**src/design/cesc_pkg.sv**
```systemverilog
// Shared types and constants for the C string literal escaper.
package cesc_pkg;

  localparam int unsigned MaxBytes = 5;
  localparam int unsigned CntW = $clog2(MaxBytes + 1);
  localparam int unsigned IdxW = $clog2(MaxBytes);
  localparam int unsigned QueueDepth = 2;
  localparam int unsigned QPtrW = $clog2(QueueDepth);
  localparam int unsigned QCntW = $clog2(QueueDepth + 1);

  localparam logic [7:0] ChQuote = 8'h22;
  localparam logic [7:0] ChApos = 8'h27;
  localparam logic [7:0] ChBslash = 8'h5C;
  localparam logic [7:0] ChBel = 8'h07;
  localparam logic [7:0] ChBs = 8'h08;
  localparam logic [7:0] ChHt = 8'h09;
  localparam logic [7:0] ChLf = 8'h0A;
  localparam logic [7:0] ChVt = 8'h0B;
  localparam logic [7:0] ChFf = 8'h0C;
  localparam logic [7:0] ChCr = 8'h0D;
  localparam logic [7:0] ChSpace = 8'h20;
  localparam logic [7:0] ChTilde = 8'h7E;
  localparam logic [7:0] ChLowA = 8'h61;
  localparam logic [7:0] ChLowB = 8'h62;
  localparam logic [7:0] ChLowF = 8'h66;
  localparam logic [7:0] ChLowN = 8'h6E;
  localparam logic [7:0] ChLowR = 8'h72;
  localparam logic [7:0] ChLowT = 8'h74;
  localparam logic [7:0] ChLowV = 8'h76;
  localparam logic [4:0] OctHigh = 5'b00110;

  typedef struct packed {
    logic [MaxBytes-1:0][7:0] bytes;
    logic [CntW-1:0]          cnt;
  } cesc_entry_t;

  typedef struct packed {
    logic        valid;
    cesc_entry_t entry;
  } cesc_head_t;

endpackage

```
**src/design/cesc_front.sv**
```systemverilog
// Front end: accepts source bytes and expands each into its escaped byte sequence.
module cesc_front import cesc_pkg::*; (
  input  logic        clk_i,
  input  logic        rst_ni,
  input  logic        in_valid_i,
  output logic        in_ready_o,
  input  logic [7:0]  ch_i,
  input  logic        terminator_i,
  input  logic        full_i,
  output logic        push_o,
  output cesc_entry_t entry_o
);

  logic string_open_q, string_open_d;
  logic [CntW-1:0] n;
  logic [MaxBytes-1:0][7:0] seq;

  assign in_ready_o = !full_i;
  assign push_o = in_valid_i && !full_i;

  always_comb begin
    seq = '0;
    n = '0;
    if (!string_open_q) begin
      seq[0] = ChQuote;
      n = CntW'(1);
    end
    if (terminator_i) begin
      seq[n[IdxW-1:0]] = ChQuote;
      n = n + CntW'(1);
    end else begin
      case (ch_i)
        ChApos, ChQuote, ChBslash: begin
          seq[n[IdxW-1:0]] = ChBslash;
          seq[n[IdxW-1:0] + IdxW'(1)] = ch_i;
          n = n + CntW'(2);
        end
        ChBel, ChBs, ChFf, ChLf, ChCr, ChHt, ChVt: begin
          seq[n[IdxW-1:0]] = ChBslash;
          case (ch_i)
            ChBel:   seq[n[IdxW-1:0] + IdxW'(1)] = ChLowA;
            ChBs:    seq[n[IdxW-1:0] + IdxW'(1)] = ChLowB;
            ChFf:    seq[n[IdxW-1:0] + IdxW'(1)] = ChLowF;
            ChLf:    seq[n[IdxW-1:0] + IdxW'(1)] = ChLowN;
            ChCr:    seq[n[IdxW-1:0] + IdxW'(1)] = ChLowR;
            ChHt:    seq[n[IdxW-1:0] + IdxW'(1)] = ChLowT;
            default: seq[n[IdxW-1:0] + IdxW'(1)] = ChLowV;
          endcase
          n = n + CntW'(2);
        end
        default: begin
          if (ch_i >= ChSpace && ch_i <= ChTilde) begin
            seq[n[IdxW-1:0]] = ch_i;
            n = n + CntW'(1);
          end else begin
            seq[n[IdxW-1:0]] = ChBslash;
            n = n + CntW'(1);
            if (ch_i[7:6] != 2'b00) begin
              seq[n[IdxW-1:0]] = {OctHigh, 1'b0, ch_i[7:6]};
              n = n + CntW'(1);
            end
            if (ch_i[7:3] != 5'b00000) begin
              seq[n[IdxW-1:0]] = {OctHigh, ch_i[5:3]};
              n = n + CntW'(1);
            end
            seq[n[IdxW-1:0]] = {OctHigh, ch_i[2:0]};
            n = n + CntW'(1);
          end
        end
      endcase
    end
  end

  assign entry_o.bytes = seq;
  assign entry_o.cnt = n;

  always_comb begin
    string_open_d = string_open_q;
    if (push_o) begin
      string_open_d = !terminator_i;
    end
  end

  always_ff @(posedge clk_i or negedge rst_ni) begin
    if (!rst_ni) begin
      string_open_q <= 1'b0;
    end else begin
      string_open_q <= string_open_d;
    end
  end

endmodule

```
**src/design/cesc_queue.sv**
```systemverilog
// Short queue of expanded byte sequences between the front and back ends.
module cesc_queue import cesc_pkg::*; (
  input  logic        clk_i,
  input  logic        rst_ni,
  input  logic        push_i,
  input  cesc_entry_t entry_i,
  output logic        full_o,
  input  logic        pop_i,
  output cesc_head_t  head_o
);

  cesc_entry_t mem_q [QueueDepth];
  logic [QPtrW-1:0] wr_ptr_q, wr_ptr_d, rd_ptr_q, rd_ptr_d;
  logic [QCntW-1:0] count_q, count_d;
  logic do_pop;

  assign full_o = (count_q == QCntW'(QueueDepth));
  assign head_o.valid = (count_q != '0);
  assign head_o.entry = mem_q[rd_ptr_q];
  assign do_pop = pop_i && head_o.valid;

  always_comb begin
    wr_ptr_d = wr_ptr_q;
    rd_ptr_d = rd_ptr_q;
    count_d = count_q;
    if (push_i) begin
      wr_ptr_d = (wr_ptr_q == QPtrW'(QueueDepth - 1)) ? '0 : wr_ptr_q + QPtrW'(1);
    end
    if (do_pop) begin
      rd_ptr_d = (rd_ptr_q == QPtrW'(QueueDepth - 1)) ? '0 : rd_ptr_q + QPtrW'(1);
    end
    case ({push_i, do_pop})
      2'b10:   count_d = count_q + QCntW'(1);
      2'b01:   count_d = count_q - QCntW'(1);
      default: count_d = count_q;
    endcase
  end

  always_ff @(posedge clk_i) begin
    if (push_i) begin
      mem_q[wr_ptr_q] <= entry_i;
    end
  end

  always_ff @(posedge clk_i or negedge rst_ni) begin
    if (!rst_ni) begin
      wr_ptr_q <= '0;
      rd_ptr_q <= '0;
      count_q <= '0;
    end else begin
      wr_ptr_q <= wr_ptr_d;
      rd_ptr_q <= rd_ptr_d;
      count_q <= count_d;
    end
  end

endmodule

```
**src/design/cesc_back.sv**
```systemverilog
// Back end: sends the bytes of the queue head one per transfer and marks the last.
module cesc_back import cesc_pkg::*; (
  input  logic       clk_i,
  input  logic       rst_ni,
  input  cesc_head_t head_i,
  output logic       pop_o,
  output logic       out_valid_o,
  input  logic       out_ready_i,
  output logic [7:0] out_byte_o,
  output logic       out_last_o
);

  logic [IdxW-1:0] idx_q, idx_d;
  logic xfer;

  assign out_valid_o = head_i.valid;
  assign out_byte_o = head_i.entry.bytes[idx_q];
  assign out_last_o = ({1'b0, idx_q} + (IdxW + 1)'(1)) ==
                      (IdxW + 1)'(head_i.entry.cnt);
  assign xfer = out_valid_o && out_ready_i;
  assign pop_o = xfer && out_last_o;

  always_comb begin
    idx_d = idx_q;
    if (xfer) begin
      idx_d = out_last_o ? '0 : idx_q + IdxW'(1);
    end
  end

  always_ff @(posedge clk_i or negedge rst_ni) begin
    if (!rst_ni) begin
      idx_q <= '0;
    end else begin
      idx_q <= idx_d;
    end
  end

endmodule

```
**src/design/c_string_literal_escaper.sv**
```systemverilog
// Top level of the C string literal escaper.
// Each expanded sequence is registered in the queue before it is offered.
// Throughput: one input item per cycle when each expands to one byte and the
// output is ready; an item of N bytes is sent one byte per cycle while ready.
// A two-entry queue parts the front from the back end.
// Reset clears the open-string flag, the queue and the byte index.
module c_string_literal_escaper import cesc_pkg::*; (
  input  logic       clk_i,
  input  logic       rst_ni,
  input  logic       in_valid_i,
  output logic       in_ready_o,
  input  logic [7:0] ch_i,
  input  logic       terminator_i,
  output logic       out_valid_o,
  input  logic       out_ready_i,
  output logic [7:0] out_byte_o,
  output logic       out_last_o
);

  cesc_entry_t entry;
  cesc_head_t  head;
  logic push, full, pop;

  cesc_front u_front (
    .clk_i        (clk_i),
    .rst_ni       (rst_ni),
    .in_valid_i   (in_valid_i),
    .in_ready_o   (in_ready_o),
    .ch_i         (ch_i),
    .terminator_i (terminator_i),
    .full_i       (full),
    .push_o       (push),
    .entry_o      (entry)
  );

  cesc_queue u_queue (
    .clk_i   (clk_i),
    .rst_ni  (rst_ni),
    .push_i  (push),
    .entry_i (entry),
    .full_o  (full),
    .pop_i   (pop),
    .head_o  (head)
  );

  cesc_back u_back (
    .clk_i       (clk_i),
    .rst_ni      (rst_ni),
    .head_i      (head),
    .pop_o       (pop),
    .out_valid_o (out_valid_o),
    .out_ready_i (out_ready_i),
    .out_byte_o  (out_byte_o),
    .out_last_o  (out_last_o)
  );

endmodule

```
**config.mk**
```make
export PLATFORM = sky130hd
export DESIGN_NAME = c_string_literal_escaper
export DESIGN_NICKNAME = d
export VERILOG_FILES = /design/src/design/cesc_pkg.sv /design/src/design/cesc_front.sv /design/src/design/cesc_queue.sv /design/src/design/cesc_back.sv /design/src/design/c_string_literal_escaper.sv
export SDC_FILE = /design/constraint.sdc
export NUM_CORES = 1
export LEC_CHECK = 0
export BUFFER_PORTS_ARGS = -buffer_cell sky130_fd_sc_hd__buf_4
export CORE_MARGIN = 3
export CORE_UTILIZATION = 61
export CTS_CLUSTER_SIZE = 10
export DETAILED_ROUTE_END_ITERATION = 10
export PLACE_DENSITY = 0.8
export SLEW_MARGIN = 10
export SYNTH_ARGS = -nofsm -noshare
export SYNTH_HDL_FRONTEND = slang
export SYNTH_SLANG_ARGS = --single-unit
export TNS_END_PERCENT = 1
```
**constraint.sdc**
```tcl
create_clock -name clk_i -period 3.4 [get_ports clk_i]
set_clock_uncertainty 0.05 [all_clocks]
set_input_delay 0.17 -clock clk_i [delete_from_list [all_inputs] [get_ports clk_i]]
set_output_delay 0.17 -clock clk_i [all_outputs]
set_load 0.02 [all_outputs]
```
==> results of run 1 <==
## metal layers
layer	up-vias	GRT usage [%]
met3	25	4.92
li1	1537	-
met2	164	38.7
met5	-	0
met4	0	9.55
met1	1591	36.2
## layout make-up
cell class	count	area, sq um
timing repair buffer	35	265
clock buffer	10	128
fill	513	2010
multi-input combinational	281	2010
inverter	9	33.8
clock inverter	6	68.8
tap	96	120
sequential	78	2300
## logic make-up (layout without fill, tap and decap cells)
family          Yosys count  count (layout)  synth area share [%]
buf+inv                  41              60                  4.00
mux                      34              34                  10.7
compound gates           98              98                  15.3
flops                    78              78                  51.5
xor+xnor                 10              10                  1.96
fa+ha+maj                 8               8                  2.41
other cells               1               6                0.0839
simple gates            125             125                  14.1
## power groups by stage
stage	clock, W	sequential, W	combinational [W]
after global placement	0	0.00151	0.00170
after CTS	0.000683	0.00151	0.00174
after floorplan	0	0.00147	0.00127
final	0.000676	0.00151	0.00174
after global routing	0.000735	0.00154	0.00189
after detailed placement	0	0.00153	0.00173
## registers in the layout (all words and copies together), names as in the netlist
register               count
u_back.idx_q               3
u_front.string_open_q      1
u_queue.count_q            2
u_queue.mem_q             70
u_queue.rd_ptr_q           1
u_queue.wr_ptr_q           1
## final timing paths
kind                                       end  slack, ns  cells past startpoint
setup reg to reg           u_queue.mem_q[0][7]       0.65                      8
setup / recovery           u_queue.mem_q[0][7]       0.65                      8
hold reg to reg             u_queue.count_q[1]       0.46                      1
hold / removal                 u_back.idx_q[1]       0.12                      4
max in group asynchronous     u_queue.wr_ptr_q       3.01                      2
min in group asynchronous      u_back.idx_q[0]       0.16                      2
## metrics by stage
stage | setup slack [ns] | total power, W
6_report | 0.645 | 0.00392
3_3_place_gp | 0.706 | 0.00321
3_5_place_dp | 0.550 | 0.00326
5_1_grt | 0.491 | 0.00416
2_1_floorplan | 0.608 | 0.00274
4_1_cts | 0.669 | 0.00393
## placed cells by master, fill, tap and decap left out, types with 3 or more instances in the layout
master / n
edfxtp_1: 70
nand2_1: 37
buf_4: 34
nor2_1: 29
mux2i_1: 23
a21oi_1: 21
o21ai_0: 20
mux4_2: 11
nand3_1: 10
inv_1: 9
clkbuf_8: 9
and2_1: 8
nand4_1: 8
dfrtp_1: 8
o22ai_1: 7
nor3_1: 7
ha_1: 7
xnor2_1: 6
a21o_1: 6
o211ai_1: 6
conb_1: 6
xor2_1: 4
or2_2: 4
a22oi_1: 4
and3_1: 4
or3_1: 3
a21boi_0: 3
a311oi_1: 3
a31oi_1: 3
a211oi_1: 3
## cell usage after synthesis, types with 3 or more instances
master / n
edfxtp_1: 70
nand2_1: 37
nor2_1: 30
mux2i_1: 23
a21oi_1: 21
o21ai_0: 20
clkbuf_1: 15
buf_2: 11
mux4_2: 11
nand3_1: 10
inv_1: 9
and2_1: 8
dfrtp_1: 8
nand4_1: 8
ha_1: 7
nor3_1: 7
o22ai_1: 7
a21o_1: 6
o211ai_1: 6
xnor2_1: 6
a22oi_1: 4
and3_1: 4
buf_1: 4
or2_2: 4
xor2_1: 4
a211oi_1: 3
a21boi_0: 3
a311oi_1: 3
a31oi_1: 3
or3_1: 3
## what timing repair did
action,in CTS,in global routing
hold buffers,1,0
endpoints found under the hold margin,8,0
buffers inserted,0,0
## tightest hold or removal path, cell delays in order
cell	delay, ns
buf_4	0.09
nand2_1	0.07
nand2_1	0.07
o21ai_0	0.07
==> results.ini, run 1 <==
[run_status]
outcome=complete, no violations

[power]
pwr-share-comb_pct=44.3
vdd_drop_max_mv=0.358
swShare_pct=37.5
clkPwrFrac_pct=17.2
p_seq_share_pct=38.5
powerDensity_nw_per_um2=796
internal_power_w=0.00245
p_leak_nw=1.83
p_sw_w=0.00147

[synth]
synth_cell_type_count=61
yosysWarnings=0
avgSynthCellArea_sq_um=11.3
syn_area_sq_um=4470
ys_seq_area_share_pct=51.5
synth_edf_count=70
ys_async_sr_fraction_pct=10.3
yosys.area.top_type_share_pct=47.0
synth_ff_type=edfxtp_1
synth_area_leader_cell=edfxtp_1
synthCells=395
ys_ff_latch=78
synth_area_leaders=edfxtp_1, mux4_2, mux2i_1

[layout]
fin_nets=435
num_antenna_cells=0
utilization_pct=71.0
stdcell_count=515
drive_gt1_share_pct=17.7
fin_area_sq_um=4930
syn2layout_area_growth_pct=10.2

[routing]
via_per_inst=6.44
routedLengthMet1_um=4230
antenna_left=0
wl_per_cell_um=19.6
top_layer_used=met4
met3_length_um=786
wl_met2_um=4790
first_pass_iters=5
drcViolationCount=0
wl_um=10100
num_vias=3317
drtIter0Drc=311

[setup_path]
slowest_stage=a2111oi_0
worst_path_most_repeated_cell=o21ai_0
worstSetupEndpointType=register
path_cells=inv_1 -> buf_4 -> ha_1 -> nor2b_1 -> o21ai_0 -> a21oi_2 -> o21ai_0 -> a2111oi_0
setup.worst_path.start_class=register
critPathLaunch=u_front.string_open_q
worst_ep_arrival_time_ns=2.76
path_class=register to register
cp_top_family=compound AO/OA/AOI/OAI gates
cp_max_fo=10
required_ns=3.40
cpPeakStageDelay_ns=0.58
path_buf_inv=2
reg2reg_from=u_front.string_open_q

[placed_design]
dp_hpwl_um=7160
placed_cell_area_sq_um=4720
place_congestion=0.979
port_buffers=23
dp.cells=498

[worst_hold_path]
min_from=out_ready_i
worst_hold_path_type=input pin to register

[floorplanning]
die_w_um=91.6
die_h_um=91.6
fp.dieArea_sq_um=8390
core_area_sq_um=6940
start_util_pct=64.4
pin_count=24
rows=30

[global_routing]
grt_pass1_wl_um=16400
grt_pass1_vias=3119
antenna_found_initial=0
grt_start_max_net_pins=36
grtUsageTotal_pct=25.3
grt_remaining_overflow=0

[cts]
clk_pin_slew_ns=0.08
cts_buffers=9
clockBufferDepth=2
cts_num_sinks=78
ctsRootBufferMaster=clkbuf_8
htreeDepth=3
tritoncts=built
insertion_delay_ns=0.34
ctsResizeCount=0

[timing]
hold_viol_final=0
rsz0062_at_grt=false
setup_violations=0
maxSlewHeadroom_pct=59.6
fin_crit_sh_pct=81.0
final_max_slew_viol_count=0
hold_ws_ns=0.115
fin_crit_ns=2.75
fin_setup_tns_ns=0
worst_pin_slew_ns=0.591
maxClockFrequency_ghz=0.363

[run]
cap_violations=0

Note: power is estimated with default switching activity, not from simulation.
==> run 2: changes to the inputs <==
- CORE_UTILIZATION: 61 -> 55
- PLACE_DENSITY: 0.8 -> 0.76
- clock period: 3.4 -> 2.36 ns (I/O delays scaled with it)
==> run 2 against run 1 <==
Against the previous run: the flow now finishes with violations (setup timing); non-clock buffer count grew 43; via count increased by 3.4%; sequential cell count stayed put; sequential power grew 42%; maximum frequency grew 16%; worst hold slack lost 0.058 ns; register-to-register slack got worse by 0.65 ns; total power rose by 52%; design area rose by 8.1%; wire length up 8.3%; utilization shrank 2.7 points; setup slack got worse by 0.65 ns; largest cell class unchanged; largest power group unchanged.
==> results.ini, run 2 (synthesized netlist as in run 1, its figures left out) <==
[global_routing]
grt_start_max_net_pins=36  ; unchanged
grt_remaining_overflow=0  ; unchanged
grt_pass1_vias=3312  ; +6.2%
grt_pass1_wl_um=17100  ; +4.1%
antenna_found_initial=0  ; unchanged
grtUsageTotal_pct=24.8  ; -0.51 points

[worst_hold_path]
whs_path_depth=4  ; unchanged
holdPathEnd=u_back.idx_q[1]
worst_hold_path_type=input pin to register
min_from=out_ready_i

[timing]
maxClockFrequency_ghz=0.422  ; +16%
fin_crit_sh_pct=100  ; +19 points
hold_ws_ns=0.0576  ; -0.0576 ns
rsz0062_at_grt=true
final_max_slew_viol_count=0  ; unchanged
hold_viol_final=0  ; unchanged
fin_ws_ns=-0.00877  ; -0.654 ns
fin_crit_ns=2.37  ; -0.386 ns
setup_violations=2  ; +2

[routing]
first_pass_iters=5  ; unchanged
num_vias=3429  ; +3.4%
antenna_left=0  ; unchanged
via_per_inst=6.09  ; -5.4%
drcViolationCount=0  ; unchanged
drtIter0Drc=357  ; +15%
wl_um=10900  ; +8.3%
wl_per_cell_um=19.4  ; -0.93%

[setup_path]
worst_ep_arrival_time_ns=2.46  ; -0.30 ns
reg2reg_to=u_queue.mem_q[0][13]
path_buf_inv=1  ; -1
setup.worst_path.start_class=register
slowest_stage=fa_2
reg2reg_from=u_front.string_open_q
required_ns=2.45  ; -0.95 ns
cpPeakStageDelay_ns=0.57  ; about the same
r2r_slack_ns=-0.009  ; -0.65 ns
cp_max_fo=4  ; -6
cp_top_family=compound AO/OA/AOI/OAI gates
worstSetupEndpointType=register
path_class=register to register
critPathLaunch=u_front.string_open_q
path_cells=inv_2 -> fa_2 -> nor2b_2 -> nand2_1 -> a2111oi_4 -> nor2_1 -> a311oi_2
rr_worst_depth=7  ; -1

[layout]
layout_common_cells=buf_4, edfxtp_1, nand2_1
fin_nets=478  ; +9.9%
largest_reg_flops=70  ; unchanged
num_antenna_cells=0  ; unchanged
drive_gt1_share_pct=28.4  ; +11 points
largest-register=u_queue.mem_q
top_regs=u_queue.mem_q: 70 flops, u_back.idx_q: 3 flops, u_queue.count_q: 2 flops
stdcell_count=563  ; +9.3%
utilization_pct=68.3  ; -2.7 points
final_common_cell=buf_4
syn2layout_area_growth_pct=19.2
fin_area_sq_um=5330  ; +8.1%

[run_status]
outcome=finished, violations left
violations=setup timing

[cts]
clk_pin_slew_ns=0.07  ; about the same
ctsRootBufferMaster=clkbuf_8
insertion_delay_ns=0.34  ; about the same
htreeDepth=3  ; unchanged
tritoncts=built
clockBufferDepth=2  ; unchanged
cts_buffers=9  ; unchanged
cts_num_sinks=78  ; unchanged

[floorplanning]
die_w_um=96.2  ; +5.0%
pin_count=24  ; unchanged
die_h_um=96.2  ; +5.0%
rows=32  ; +6.7%
core_area_sq_um=7810  ; +12%
start_util_pct=57.3  ; -7.1 points
fp.dieArea_sq_um=9250  ; +10%

[power]
p_leak_nw=2.04  ; +12%
vdd_drop_max_mv=0.515  ; +44%
powerDensity_nw_per_um2=1120  ; +40%

[placed_design]
place_congestion=1.00  ; +2.1%
pre_cts_ws_ns=-0.480  ; -1.03 ns
dp.cells=547  ; +9.8%
placed_cell_area_sq_um=5070  ; +7.3%
dp_hpwl_um=7960  ; +11%
port_buffers=23  ; unchanged

[run]
cap_violations=0  ; unchanged

## run 2: cell types whose count changed in the layout (fill, tap and decap cells not counted), sizes merged
cell,delta
buf,+43
clkinv,+1
inv,-2
## run 2: how the worst max path moves through the flow
stage / endpoint / cells past startpoint
global route: u_queue.mem_q[1][14] / 7
detailed placement: u_queue.mem_q[0][7] / 10
floorplan: u_queue.mem_q[0][14] / 10
global placement: u_queue.mem_q[0][7] / 10
finish: u_queue.mem_q[0][13] / 7
CTS: u_queue.mem_q[0][17] / 7
## run 2: stage by stage
stage,power [W],TNS (ns)
global route,0.00629,-0.947
CTS,0.00594,0
detailed placement,0.00499,-6.97
floorplan,0.00394,-5.51
finish,0.00596,-0.0107
global placement,0.00488,-4.50
## run 2: per-layer routing
| layer | global-route usage [%] | vias up | part of all wire (%) |
|---|---|---|---|
| met3 | 3.67 | 20 | 7.4 |
| met5 | 0 | - | 0 |
| met4 | 9.48 | 0 | 2.5 |
| li1 | - | 1617 | - |
| met1 | 33.5 | 1633 | 41 |
| met2 | 40.6 | 159 | 49 |
## run 2: worst reg2reg max path: cells and delay by family (launching register included)
family | cells | cell delay (ns)
adders and majority gates | 1 | 0.57
buffers and inverters | 1 | 0.07
DFF | 1 | 0.40
and+or+nand+nor | 3 | 0.39
AOI/OAI and AO/OA | 2 | 0.68
## run 2: cell type report
| class | instances | area [sq um] |
|---|---|---|
| fillers | 569 | 2480 |
| flip-flops and latches | 78 | 2300 |
| multi-input cells | 281 | 2090 |
| repair buffers | 78 | 601 |
| clock buffers | 10 | 128 |
| well taps | 102 | 128 |
| clock inverters | 5 | 51.3 |
| inverters | 9 | 33.8 |
## run 2: what timing repair did
item / CTS / global route
endpoints found under the hold margin: 8 / 0
gates cloned: 0 / 0
gates resized for setup: 12 / 9
setup endpoints to repair: 20 / 33
pin swaps: 4 / 3
hold buffers: 1 / 0
setup buffers: 0 / 0
## run 2: report_power, final
| group | internal [W] | switching (W) | total [W] | leakage, nW |
|---|---|---|---|---|
| Sequential | 0.00199 | 0.000164 | 0.00215 | 0.756 |
| Clock | 0.000476 | 0.000442 | 0.000918 | 0.0896 |
| Combinational | 0.00128 | 0.00161 | 0.00289 | 1.20 |
==> run 3: changes to the inputs <==
- CTS_BUF_LIST: not set -> sky130_fd_sc_hd__clkbuf_8 sky130_fd_sc_hd__clkbuf_16
==> run 3 against run 2 <==
Against the previous run: the run now ends clean; global-route usage is the same; clock power shrank 0.7%; worst hold slack is essentially flat; sequential cell count is the same; first-iteration DRC count is the same; critical path type unchanged; highest routed layer unchanged.
==> results.ini, run 3 (synthesized netlist as in run 1, its figures left out) <==
[run_status]
outcome=complete, no violations

[power]
vdd_drop_max_mv=0.510  ; -1.0%
p_leak_nw=2.05  ; +0.20%
powerDensity_nw_per_um2=1120  ; -0.18%

[floorplanning]
die_h_um=96.2  ; unchanged
die_w_um=96.2  ; unchanged
pin_count=24  ; unchanged
fp.dieArea_sq_um=9250  ; unchanged
rows=32  ; unchanged
core_area_sq_um=7810  ; unchanged
start_util_pct=57.3  ; unchanged

[setup_path]
path_cells=inv_2 -> fa_2 -> nor2b_2 -> nand2_1 -> a2111oi_4 -> nor2_1 -> o32ai_2
cpPeakStageDelay_ns=0.57  ; about the same
cp_max_fo=4  ; unchanged
required_ns=2.45  ; about the same
worstSetupEndpointType=register
crit_end=u_queue.mem_q[0][17]
path_class=register to register
setup.worst_path.start_class=register
slowest_stage=fa_2
reg2reg_from=u_front.string_open_q
worst_ep_arrival_time_ns=2.43  ; -0.03 ns
critPathLaunch=u_front.string_open_q
reg2reg_to=u_queue.mem_q[0][17]
r2r_slack_ns=0.02  ; +0.03 ns
rr_worst_depth=7  ; unchanged

[global_routing]
grtUsageTotal_pct=24.8  ; unchanged
grt_remaining_overflow=0  ; unchanged
grt_pass1_vias=3312  ; unchanged
met3_usage_pct=3.67  ; unchanged
antenna_found_initial=0  ; unchanged
grt_pass1_wl_um=17100  ; unchanged
grt_start_max_net_pins=36  ; unchanged
grtUsageMet1_pct=33.5  ; unchanged
grt_util_met2_pct=40.6  ; unchanged
top_usage_layer=met2

[placed_design]
placed_cell_area_sq_um=5070  ; unchanged
place_congestion=1.00  ; unchanged
port_buffers=23  ; unchanged
dp_hpwl_um=7960  ; unchanged

[routing]
wl_per_cell_um=19.4  ; -0.34%
drcViolationCount=0  ; unchanged
first_pass_iters=5  ; unchanged
via_per_inst=6.07  ; -0.35%
drtIter0Drc=357  ; unchanged
num_vias=3417  ; -0.35%
wl_um=10900  ; -0.34%
antenna_left=0  ; unchanged

[worst_hold_path]
worst_hold_path_type=input pin to register

[cts]
tritoncts=built
cts_num_sinks=78  ; unchanged
htreeDepth=3  ; unchanged
insertion_delay_ns=0.34  ; about the same
clockBufferDepth=2  ; unchanged
clk_pin_slew_ns=0.07  ; about the same
cts_buffers=9  ; unchanged
ctsRootBufferMaster=clkbuf_8
post-cts-setup-buffer-count=0  ; unchanged

[layout]
drive_gt1_share_pct=28.4  ; unchanged
largest-register=u_queue.mem_q
fin_nets=478  ; unchanged
largest_reg_flops=70  ; unchanged
final_common_cell=buf_4
syn2layout_area_growth_pct=19.2  ; unchanged
layout_common_cells=buf_4, edfxtp_1, nand2_1
num_antenna_cells=0  ; unchanged
fin_area_sq_um=5330  ; unchanged
n_fill_cell=569  ; unchanged
utilization_pct=68.3  ; unchanged
top_regs=u_queue.mem_q: 70 flops, u_back.idx_q: 3 flops, u_queue.count_q: 2 flops

[timing]
hold_ws_ns=0.0580  ; +0.000319 ns
setup_violations=0  ; -2
final_max_slew_viol_count=0  ; unchanged
maxClockFrequency_ghz=0.427  ; +1.1%
hold_viol_final=0  ; unchanged
rsz0062_at_grt=true
fin_crit_sh_pct=99.3  ; -1.1 points
fin_crit_ns=2.34  ; -0.0261 ns

[run]
cap_violations=0  ; unchanged

run 3: changes by cell type in the layout (fill, tap and decap cells not counted):
cell,delta
clkbuf_1,-1
inv_1,+1
run 3: metrics by stage:
step | setup WS (ns) | total power [W] | setup TNS, ns | std cells
after floorplan | -0.350 | 0.00394 | -5.51 | 400
after global placement | -0.378 | 0.00488 | -4.50 | 547
after detailed placement | -0.480 | 0.00499 | -6.97 | 547
after CTS | 0.00327 | 0.00593 | 0 | 563
after global routing | -0.122 | 0.00629 | -0.946 | 563
final | 0.0174 | 0.00595 | 0 | 563
run 3: final cells by class:
class | count | area [sq um] | share of cell area (%)
timing repair buffer | 78 | 601 | 11.3
sequential | 78 | 2300 | 43.2
clock inverter | 6 | 55.1 | 1.03
tap | 102 | 128 | 2.39
multi-input combinational | 281 | 2090 | 39.1
inverter | 9 | 33.8 | 0.634
clock buffer | 9 | 124 | 2.32
run 3: timing repair:
item | 4_1_cts | 5_1_grt
pin swaps | 4 | 3
endpoints found under the hold margin | 8 | 0
setup endpoints to repair | 20 | 32
hold buffers | 1 | 0
resized for setup | 12 | 9
run 3: layer usage:
metal | part of all wire, % | vias to the layer above
met1 | 42 | 1633
met5 | 0 | -
met2 | 49 | 149
li1 | - | 1617
met4 | 2.5 | 0
met3 | 6.9 | 18
run 3: power by group:
part	leakage (nW)	total [W]	switching [W]	internal [W]
registers	0.756	0.00215	0.000164	0.00199
logic	1.20	0.00288	0.00160	0.00128
clock network	0.0937	0.000912	0.000441	0.000471
total	2.05	0.00595	0.00221	0.00374
run 3: worst max-delay path, delay by kind of cell, from the launching register on:
family	cells	cell delay, ns
DFF	1	0.40
and+or+nand+nor	3	0.39
adders and majority gates	1	0.57
AOI/OAI and AO/OA	2	0.66
buffers and inverters	1	0.07
run 3: worst min path at each step:
stage | start | end | slack, ns | depth (start not counted)
3_3_place_gp | rst_ni | u_queue.wr_ptr_q | -0.11 | 1
6_report | out_ready_i | u_back.idx_q[1] | 0.06 | 4
2_1_floorplan | rst_ni | u_back.idx_q[0] | -0.23 | 0
3_5_place_dp | rst_ni | u_queue.wr_ptr_q | -0.11 | 1
4_1_cts | out_ready_i | u_back.idx_q[1] | 0.04 | 4
5_1_grt | out_ready_i | u_back.idx_q[1] | 0.08 | 4
